==> src/rtl/core/lsbie_pkg.sv <==
package lsbie_pkg;

  // configuration register indexes
  localparam logic [1:0] REG_MODE   = 2'd0;
  localparam logic [1:0] REG_WIDTH  = 2'd1;
  localparam logic [1:0] REG_HEIGHT = 2'd2;

  // operating modes
  localparam logic MODE_HIDE    = 1'b0;
  localparam logic MODE_RECOVER = 1'b1;

  // result kinds
  localparam logic [1:0] KIND_CARRIER = 2'd0;
  localparam logic [1:0] KIND_HEADER  = 2'd1;
  localparam logic [1:0] KIND_PIXEL   = 2'd2;
  localparam logic [1:0] KIND_UNUSED  = 2'd3;

  // header is four carrier pixels long
  localparam logic [2:0] HDR_LEN = 3'd4;

  localparam logic [7:0] KEEP_MASK = 8'hFC;
  localparam logic [1:0] GROUP_LAST = 2'd3;

  localparam int DIM_W   = 12;
  localparam int PIX_W   = 24;
  localparam int COUNT_W = 24;

  typedef logic [DIM_W-1:0] dim_t;
  typedef logic [PIX_W-1:0] pix_t;

endpackage

==> src/rtl/core/lsb_image_embed_extract.sv <==
// Two-bit-per-channel RGB steganography engine. One carrier pixel is taken per
// beat and the block sustains one beat per clock: each pixel passes through one
// layer of mask/shift logic into the output register, so results appear in the
// cycle after acceptance and in_ready only drops while a finished result is
// stalled at the output. An image begins with a four-pixel header (width, then
// height, 12 bits each, top bit pair first, r/g/b order); each secret pixel then
// spans four carrier pixels. In hide mode (mode = 0) every carrier pixel comes
// out as kind 0 with its two low bits per channel replaced, and pixels after the
// payload pass unchanged. In recover mode (mode = 1) one header result (kind 1)
// is given after the fourth carrier pixel, then one recovered pixel (kind 2) per
// four carriers until width*height pixels are out; other carriers give nothing.
// frame_start on a beat restarts the image. The width*height product is kept in
// a register updated together with the held dimensions. Configuration writes
// take effect at once and belong between images while the block is idle.
module lsb_image_embed_extract import lsbie_pkg::*; (
  input  logic        clk,
  input  logic        rst,
  input  logic        cfg_we,
  input  logic [1:0]  cfg_index,
  input  logic [11:0] cfg_data,
  input  logic        in_valid,
  output logic        in_ready,
  input  logic [7:0]  carrier_r,
  input  logic [7:0]  carrier_g,
  input  logic [7:0]  carrier_b,
  input  logic [7:0]  secret_r,
  input  logic [7:0]  secret_g,
  input  logic [7:0]  secret_b,
  input  logic        frame_start,
  output logic        out_valid,
  input  logic        out_ready,
  output logic [7:0]  out_r,
  output logic [7:0]  out_g,
  output logic [7:0]  out_b,
  output logic [1:0]  out_kind,
  output logic [11:0] rec_width,
  output logic [11:0] rec_height
);

  // configuration registers
  logic               mode;
  dim_t               secret_width;
  dim_t               secret_height;

  // image state
  logic [1:0]         group_phase;
  logic [2:0]         header_index;
  logic [COUNT_W-1:0] pixel_count;
  pix_t               bit_accumulator;
  pix_t               secret_hold;
  dim_t               width_hold;
  dim_t               height_hold;
  logic [COUNT_W-1:0] total;

  logic               in_fire;

  // state as seen after an optional frame restart
  logic [1:0]         gp;
  logic [2:0]         hi;
  logic [COUNT_W-1:0] pc;
  pix_t               acc;
  logic               in_header;
  logic               in_payload;
  logic [5:0]         bits;
  pix_t               sec;
  pix_t               hold_sel;
  dim_t               dim;
  logic [5:0]         dim_half;
  logic [5:0]         pay_slice;

  logic [1:0]         group_phase_next;
  logic [2:0]         header_index_next;
  logic [COUNT_W-1:0] pixel_count_next;
  pix_t               bit_accumulator_next;
  pix_t               secret_hold_next;
  dim_t               width_hold_next;
  dim_t               height_hold_next;
  logic [COUNT_W-1:0] total_next;

  logic               emit;
  logic [7:0]         res_r;
  logic [7:0]         res_g;
  logic [7:0]         res_b;
  logic [1:0]         res_kind;

  // output register frees up when empty or being taken
  assign in_ready = !out_valid || out_ready;
  assign in_fire  = in_valid && in_ready;

  // configuration writes
  always_ff @(posedge clk) begin
    if (rst) begin
      mode          <= MODE_HIDE;
      secret_width  <= '0;
      secret_height <= '0;
    end else if (cfg_we) begin
      case (cfg_index)
        REG_MODE:   mode <= cfg_data[0];
        REG_WIDTH:  secret_width <= cfg_data;
        REG_HEIGHT: secret_height <= cfg_data;
        default: ;
      endcase
    end
  end

  // frame restart clears counters before the pixel is handled
  assign gp  = frame_start ? '0 : group_phase;
  assign hi  = frame_start ? '0 : header_index;
  assign pc  = frame_start ? '0 : pixel_count;
  assign acc = frame_start ? '0 : bit_accumulator;

  assign in_header  = (hi < HDR_LEN);
  assign in_payload = (pc < total);
  assign bits       = {carrier_r[1:0], carrier_g[1:0], carrier_b[1:0]};
  assign sec        = {secret_r, secret_g, secret_b};

  // hide side: dimension pairs and payload pairs
  assign hold_sel = (gp == 2'd0) ? sec : secret_hold;

  always_comb begin
    case (gp)
      2'd0:    pay_slice = hold_sel[23:18];
      2'd1:    pay_slice = hold_sel[17:12];
      2'd2:    pay_slice = hold_sel[11:6];
      default: pay_slice = hold_sel[5:0];
    endcase
  end

  assign dim      = (hi < 3'd2) ? ((hi == 3'd0) ? secret_width : width_hold)
                                : height_hold;
  assign dim_half = hi[0] ? dim[5:0] : dim[11:6];

  // per-pixel step
  always_comb begin
    group_phase_next     = gp;
    header_index_next    = hi;
    pixel_count_next     = pc;
    bit_accumulator_next = acc;
    secret_hold_next     = secret_hold;
    width_hold_next      = width_hold;
    height_hold_next     = height_hold;
    emit                 = 1'b0;
    res_r                = '0;
    res_g                = '0;
    res_b                = '0;
    res_kind             = KIND_CARRIER;

    if (mode == MODE_HIDE) begin
      emit = 1'b1;
      if (in_header) begin
        if (hi == 3'd0) begin
          width_hold_next  = secret_width;
          height_hold_next = secret_height;
        end
        res_r             = (carrier_r & KEEP_MASK) | {6'd0, dim_half[5:4]};
        res_g             = (carrier_g & KEEP_MASK) | {6'd0, dim_half[3:2]};
        res_b             = (carrier_b & KEEP_MASK) | {6'd0, dim_half[1:0]};
        header_index_next = hi + 3'd1;
      end else if (in_payload) begin
        secret_hold_next = hold_sel;
        res_r            = (carrier_r & KEEP_MASK) | {6'd0, pay_slice[5:4]};
        res_g            = (carrier_g & KEEP_MASK) | {6'd0, pay_slice[3:2]};
        res_b            = (carrier_b & KEEP_MASK) | {6'd0, pay_slice[1:0]};
        group_phase_next = gp + 2'd1;
        if (gp == GROUP_LAST) begin
          pixel_count_next = pc + COUNT_W'(1);
        end
      end else begin
        res_r = carrier_r;
        res_g = carrier_g;
        res_b = carrier_b;
      end
    end else begin
      if (in_header) begin
        if (hi[0] == 1'b0) begin
          bit_accumulator_next = {18'd0, bits};
        end else begin
          bit_accumulator_next = {12'd0, acc[5:0], bits};
        end
        if (hi == 3'd1) begin
          width_hold_next = bit_accumulator_next[11:0];
        end else if (hi == 3'd3) begin
          height_hold_next = bit_accumulator_next[11:0];
          emit             = 1'b1;
          res_kind         = KIND_HEADER;
        end
        header_index_next = hi + 3'd1;
      end else if (in_payload) begin
        if (gp == 2'd0) begin
          bit_accumulator_next = {18'd0, bits};
        end else begin
          bit_accumulator_next = {acc[17:0], bits};
        end
        if (gp == GROUP_LAST) begin
          res_r            = bit_accumulator_next[23:16];
          res_g            = bit_accumulator_next[15:8];
          res_b            = bit_accumulator_next[7:0];
          emit             = 1'b1;
          res_kind         = KIND_PIXEL;
          pixel_count_next = pc + COUNT_W'(1);
        end
        group_phase_next = gp + 2'd1;
      end
    end
  end

  // pixel total tracks the held dimensions
  assign total_next = {12'd0, width_hold_next} * {12'd0, height_hold_next};

  // state update
  always_ff @(posedge clk) begin
    if (rst) begin
      group_phase     <= '0;
      header_index    <= '0;
      pixel_count     <= '0;
      bit_accumulator <= '0;
      secret_hold     <= '0;
      width_hold      <= '0;
      height_hold     <= '0;
      total           <= '0;
    end else if (in_fire) begin
      group_phase     <= group_phase_next;
      header_index    <= header_index_next;
      pixel_count     <= pixel_count_next;
      bit_accumulator <= bit_accumulator_next;
      secret_hold     <= secret_hold_next;
      width_hold      <= width_hold_next;
      height_hold     <= height_hold_next;
      total           <= total_next;
    end
  end

  // output register
  always_ff @(posedge clk) begin
    if (rst) begin
      out_valid <= 1'b0;
    end else if (in_fire) begin
      out_valid <= emit;
    end else if (out_ready) begin
      out_valid <= 1'b0;
    end
  end

  always_ff @(posedge clk) begin
    if (in_fire && emit) begin
      out_r      <= res_r;
      out_g      <= res_g;
      out_b      <= res_b;
      out_kind   <= res_kind;
      rec_width  <= width_hold_next;
      rec_height <= height_hold_next;
    end
  end

`ifndef SYNTHESIS
  // header counter saturates at the header length
  assert property (@(posedge clk) disable iff (rst) header_index <= HDR_LEN)
    else $error("header_index ran past header length");

  // payload groups only advance once the header is complete
  assert property (@(posedge clk) disable iff (rst)
    group_phase != 2'd0 |-> header_index == HDR_LEN)
    else $error("group_phase moved during header");

  // a new beat is never taken over a stalled result
  assert property (@(posedge clk) disable iff (rst)
    in_fire |-> (!out_valid || out_ready))
    else $error("beat accepted while result stalled");

  // the unused kind code never appears
  assert property (@(posedge clk) disable iff (rst)
    out_valid |-> out_kind != KIND_UNUSED)
    else $error("invalid result kind");
`endif

endmodule
==> config.mk <==
export PLATFORM = sky130hd
export DESIGN_NAME = lsb_image_embed_extract
export DESIGN_NICKNAME = d
export VERILOG_FILES = /design/src/rtl/core/lsbie_pkg.sv /design/src/rtl/core/lsb_image_embed_extract.sv
export SDC_FILE = /design/constraint.sdc
export NUM_CORES = 1
export LEC_CHECK = 0
export ABC_AREA = 1
export BUFFER_PORTS_ARGS = -buffer_cell sky130_fd_sc_hd__buf_2
export CAP_MARGIN = 30
export CORE_ASPECT_RATIO = 1.4
export CORE_MARGIN = 10
export CORE_UTILIZATION = 56
export DETAILED_ROUTE_END_ITERATION = 6
export GPL_TIMING_DRIVEN = 0
export PLACE_DENSITY_LB_ADDON = 0.1
export SLEW_MARGIN = 15
export SYNTH_ARGS = -nofsm -noshare
export SYNTH_HDL_FRONTEND = slang
export SYNTH_SLANG_ARGS = --single-unit
==> constraint.sdc <==
create_clock -name clk -period 7.1 [get_ports clk]
set_input_delay 1.42 -clock clk [delete_from_list [all_inputs] [get_ports clk]]
set_output_delay 1.42 -clock clk [all_outputs]
set_load 0.1 [all_outputs]
Yosys cells after proc, flatten, opt, wreduce, memory -nomap -nowiden
Index checks and enable logic that the tools add are counted.

word-level totals
  output and inout port bits = 52
  bits in writable memories = 0
  memory bits (read-only) = 0
  bits of input ports = 68
  bits in registers = 201
  memories kept = 0
  latch bits = 0
  logic and storage cells = 113

cells by class
  multipliers = 1
  div/mod/pow operators = 0
  mux-type cells = 61
  magnitude comparators = 3
  eq/ne operators = 7
  reduce and logical (&&, ||, !) cells = 12
  bitwise gates (word level) = 8
  $add $sub $neg = 3
  shift-type cells = 0

operator list
  kind                     number
  $mux W24                 10
  $mux W12                 13
  $mux W8                  18
  $or A8 B2 Y8             6
  $add A24 B1 Y24 const B  1
  $lt A24 B24 Y1           1
  $mul A12 B12 Y24         1
  $pmux W6 S3              1
  $mux W2                  6
  $mux W1                  10
  $eq A2 B2 Y1 const B     3
  $mux W3                  2
  $mux W6                  1
  $reduce_and A2 Y1        3
  $eq A2 B1 Y1 const B     2
  $logic_not A2 Y1         2
  $reduce_and A4 Y1        1
  $add A3 B1 Y3 const B    1
  $eq A3 B1 Y1 const B     1
  $eq A3 B2 Y1 const B     1
  $logic_not A3 Y1         1
  $lt A3 B2 Y1 const B     1
  $lt A3 B3 Y1 const B     1
  $add A2 B1 Y2 const B    1
  other kinds (5)          7

Depth between registers and ports, before layout
  depth after elaboration = 8
  depth in mapped cells = 36
  gate-level depth less buffers = 35

Least setup slack after synthesis
OpenSTA, ideal clock, no wires.

  kind = in2reg
  start point = input port frame_start
  end point = register total[20]
  arrival = 7.074 ns
  buffers on the path = 2
  data required time = 6.985 ns
  setup slack = -0.089 ns
  library setup time = 0.115 ns
  stages on the path = 30
  cell sequence = buf_6 nor2_1 clkinv_1 ha_1 nand2_1 clkbuf_1 o21ai_0 nand2_1 nand2_1 inv_1 nor2_1 fa_1 inv_1 fa_1 inv_1 fa_1 fa_1 inv_1 fa_1 inv_1 ha_1 a21oi_1 o21ai_0 a21oi_1 nand2_1 a31o_2 nand2_1 nand2_1 o21ai_0 inv_1

between the ends
  elaborated cells between the ends (all ways) = 19
  those cells by class = mul (1); order compare (1); eq/ne (2); mux (14); reduce/logical (1)

RTL lines
  element                                                               RTL line                        text
  start: declaration                                                    lsb_image_embed_extract.sv:29   input logic frame_start,
  $mux W3 *                                                             lsb_image_embed_extract.sv:108  assign hi = frame_start ? '0 : header_index;
  parallel branches: the longest is 3 deep, another holds $lt A3 B3 Y1  --
  $mux W12 *                                                            lsb_image_embed_extract.sv:148  if (mode == MODE_HIDE) begin
  named net width_hold_next[5]                                          lsb_image_embed_extract.sv:76   dim_t width_hold_next;
  $mul A12 B12 Y24 *                                                    lsb_image_embed_extract.sv:208  assign total_next = {12'd0, width_hold_next} * {12'd0, height_hold_next};
  end signal: assignment                                                lsb_image_embed_extract.sv:229  total <= total_next;
  end: declaration                                                      lsb_image_embed_extract.sv:53   logic [COUNT_W-1:0] total;

Mark *: on every way through the listed nets, which the timed path passes.
A chain may end at the register's enable or synchronous reset.

Final worst setup path
  start point = input port frame_start
  end point = register total[20]

between the ends
  longest elaborated chain between the ends = 7
  elaborated cells between the ends (all ways) = 19
  those cells by class = mul (1); order compare (1); eq/ne (2); mux (14); reduce/logical (1)

RTL lines
  element                                   RTL line                                                        text
  $mux W3 or $mux W24 (tied branches)       lsb_image_embed_extract.sv:108, lsb_image_embed_extract.sv:110
  $eq A3 B2 Y1 or $mux W12 (tied branches)  lsb_image_embed_extract.sv:182, lsb_image_embed_extract.sv:175
  $mux W12                                  lsb_image_embed_extract.sv:182                                  end else if (hi == 3'd3) begin
  $mux W12                                  lsb_image_embed_extract.sv:180                                  if (hi == 3'd1) begin
  $mux W12                                  lsb_image_embed_extract.sv:174                                  if (in_header) begin
  $mux W12                                  lsb_image_embed_extract.sv:148
  $mul A12 B12 Y24 *                        lsb_image_embed_extract.sv:208

Mark *: on every way between the ends. The rest lies on a longest branch, timed or not.

==> flow_summary.toml <==
[run_status]
outcome = "finished, final reports clean"

[power_and_ir_drop]
ir_drop_v = 0.0001908
powerDensity_mw_per_mm2 = 203.2
leakagePower_nw = 8.328

[sta]
slew_viol_final = 0
holdWs_ns = 0.4633
hold_viol_final = 0
min_period_ns = 6.865
clock_skew_ns = 0.01071
worst_pin_slew_ns = 0.9446
finalCritPeriodShare = 0.9669
tns_ns = 0
setup_violations = 0
fmax_mhz = 145.7
grt_setup_unrepaired = "yes"
max_slew_margin = 0.3703

[synthesis]
syn_area_sq_mm = 0.01499
ys_async_sr_fraction = 0
syn_nets = 2331
ys_top_cells_by_area = "dfxtp_1 19%, fa_1 13%, nand2_1 12%"
synth_area_per_cell_sq_um = 7.240
syn_inst = 2071
synth_cell_types = 46
synth_top_cell_area_share = 0.1856
yosysTopAreaCell = "dfxtp_1"
ys.flop_type = "dfxtp_1"
synth_seq_cells = 189
yosys_warnings = 0
synth.yosys.seq_area_share = 0.2857
synth_edf_count = 50

[detailed_routing]
routed-via-count = 14434
drt-wirelength-per-cell_microns = 18.73
drc = 0
wl_microns = 48430
via_per_inst = 5.584
drt-initial-drc-count = 955
drtAntennaViolNets = 0
drtPass1Iterations = 7

[floorplan]
die_h_microns = 213.6
die_w_microns = 158.3
core_area_sq_mm = 0.02628
dieArea_sq_mm = 0.03381
fp-row-count = 70
start_util = 0.5706
io_pins = 120

[clocking]
cts_max_path_buffers = 2
cts-htree-levels = 4
cts_buffers = 17
holdBufCountCts = 0
clock_sinks = 189
clk_pin_slew_ns = 0.08
cts-root-buf = "clkbuf_16"
clk_latency_ns = 0.46
cts_tree = "yes"

[setup_path]
worst_ep_arrival_time_ns = 7.22
cp_max_fo = 9
critPathCaptureType = "register"
cp_slowest_cell = "fa_1"
slowest_delay_ns = 0.58
cp-start-kind = "input port"
path_class = "in -> reg"
worst_ep_required_time_ns = 7.46

[finish]
area_growth_pct = 15.72
nNetsFinal = 2508
diodes = 0
drive_above_1_share = 0.1415
design_area_sq_mm = 0.01735
finish.utilization = 0.6603
final_cell_mix = "475 x nand2_1, 315 x inv_1, 234 x nor2_1, 150 x a21oi_1, 139 x dfxtp_1"
final_common_cell = "nand2_1"

[global_route]
grt_util_all_layers = 0.2865
overflow = 0
grt_pass1_vias = 14098
grt_max_degree = 41
antenna_found_initial = 0
grt_pass1_wl_microns = 75190

[place]
routabilityCongestion = 0.9936
place_area_sq_mm = 0.01601
port_buffers = 117
dpl.hpwl_microns = 37880

[run]
max_cap_viol_count = 0

[hold_path]
hold_class = "reg -> reg"
routing by layer:
metal  up-vias  track usage  wire length, microns
li1       6918            -                     -
met1      6748       0.3135                 17730
met3       160      0.04251                  3211
met2       608       0.5162                 24520
met4         0       0.1611                  2966
met5         -            0                     0
report_power, final:
group	total (mW)	internal [mW]	switching, mW
Combinational	1.31	0.405	0.907
Clock	1.01	0.532	0.474
Sequential	1.21	1.18	0.0277
Total	3.53	2.12	1.41
layout make-up:
| type | count | area [sq um] |
|---|---|---|
| Buffer | 87 | 478.0 |
| Clock buffer | 18 | 429.2 |
| Clock inverter | 14 | 171.4 |
| Fill cell | 2416 | 8925 |
| Inverter | 343 | 1321 |
| Multi-Input combinational cell | 1454 | 9323 |
| Sequential cell | 189 | 4284 |
| Tap cell | 324 | 405.4 |
| Timing Repair Buffer | 156 | 938.4 |
critical path, delay by kind of cell:
kind | cells | cell delay, ns
and+or+nand+nor | 9 | 0.99
adders and majority gates | 6 | 2.84
buffers and inverters | 9 | 0.80
AOI/OAI and AO/OA | 6 | 1.18
stage by stage:
stage,setup slack [ns],power [mW],std cells
global placement,-1.085,2.393,2512
global route,-0.02183,3.696,2585
detailed placement,-1.133,2.409,2513
finish,0.2348,3.526,2585
floorplan,0.02124,2.066,2071
CTS,0.02221,3.444,2548
worst paths after layout:
| kind | startpoint | to | slack [ns] | cells past startpoint |
|---|---|---|---|---|
| worst max-delay path | frame_start | total[20] | 0.23 | 30 |
| worst min-delay path | secret_hold[9] | secret_hold[9] | 0.46 | 2 |
| worst max register to register | header_index[0] | total[20] | 0.88 | 30 |
| worst min register to register | secret_hold[9] | secret_hold[9] | 0.46 | 2 |
cell families (layout without fill, tap and decap cells):
group | count (synthesis) | count (layout) | synth area share
buffers and inverters | 430 | 618 | 0.1142
AND/OR/NAND/NOR | 852 | 854 | 0.2337
XOR/XNOR | 19 | 19 | 0.01110
adder cells (fa/ha/maj) | 192 | 192 | 0.2103
flip-flops | 189 | 189 | 0.2857
AO/OA/AOI/OAI | 389 | 389 | 0.1450
synth_stat cells (3+ instances only):
cell type and instances:
o31ai_1 6, nand2_2 11, a21boi_0 5, o21ai_2 12
o21ai_0 144, inv_1 323, a21oi_1 158, ha_1 92
edfxtp_1 50, inv_2 16, a31oi_1 5, nor2_2 3
o21a_1 6, buf_2 12, o21ai_1 10, buf_4 4
nand4_1 8, clkbuf_1 56, a21o_1 3, o21bai_1 5
dfxtp_1 139, nor2_1 241, a22o_1 5, nor3_1 12
nand2_1 482, xnor2_1 10, buf_1 6, o211ai_1 24
clkinv_1 4, nand3_1 82, xor2_1 9, fa_1 100
buf_6 9
state kept, by name (all words and copies together) (netlist names):
name / cells
pixel_count: 24
total: 24
bit_accumulator: 18
secret_hold: 18
height_hold: 12
rec_height: 12
rec_width: 12
secret_height: 12
secret_width: 12
width_hold: 12
out_b: 8
out_g: 8
out_r: 8
header_index: 3
group_phase: 2
out_kind: 2
mode: 1
out_valid: 1
timing repair:
item	in CTS	in global routing
gates cloned	0	4
pin swaps	0	22
gates resized for setup	43	66
endpoints found under the hold margin	0	0
setup endpoints to repair	15	13
setup buffers	3	33
Power figures use the tool's default switching activity.
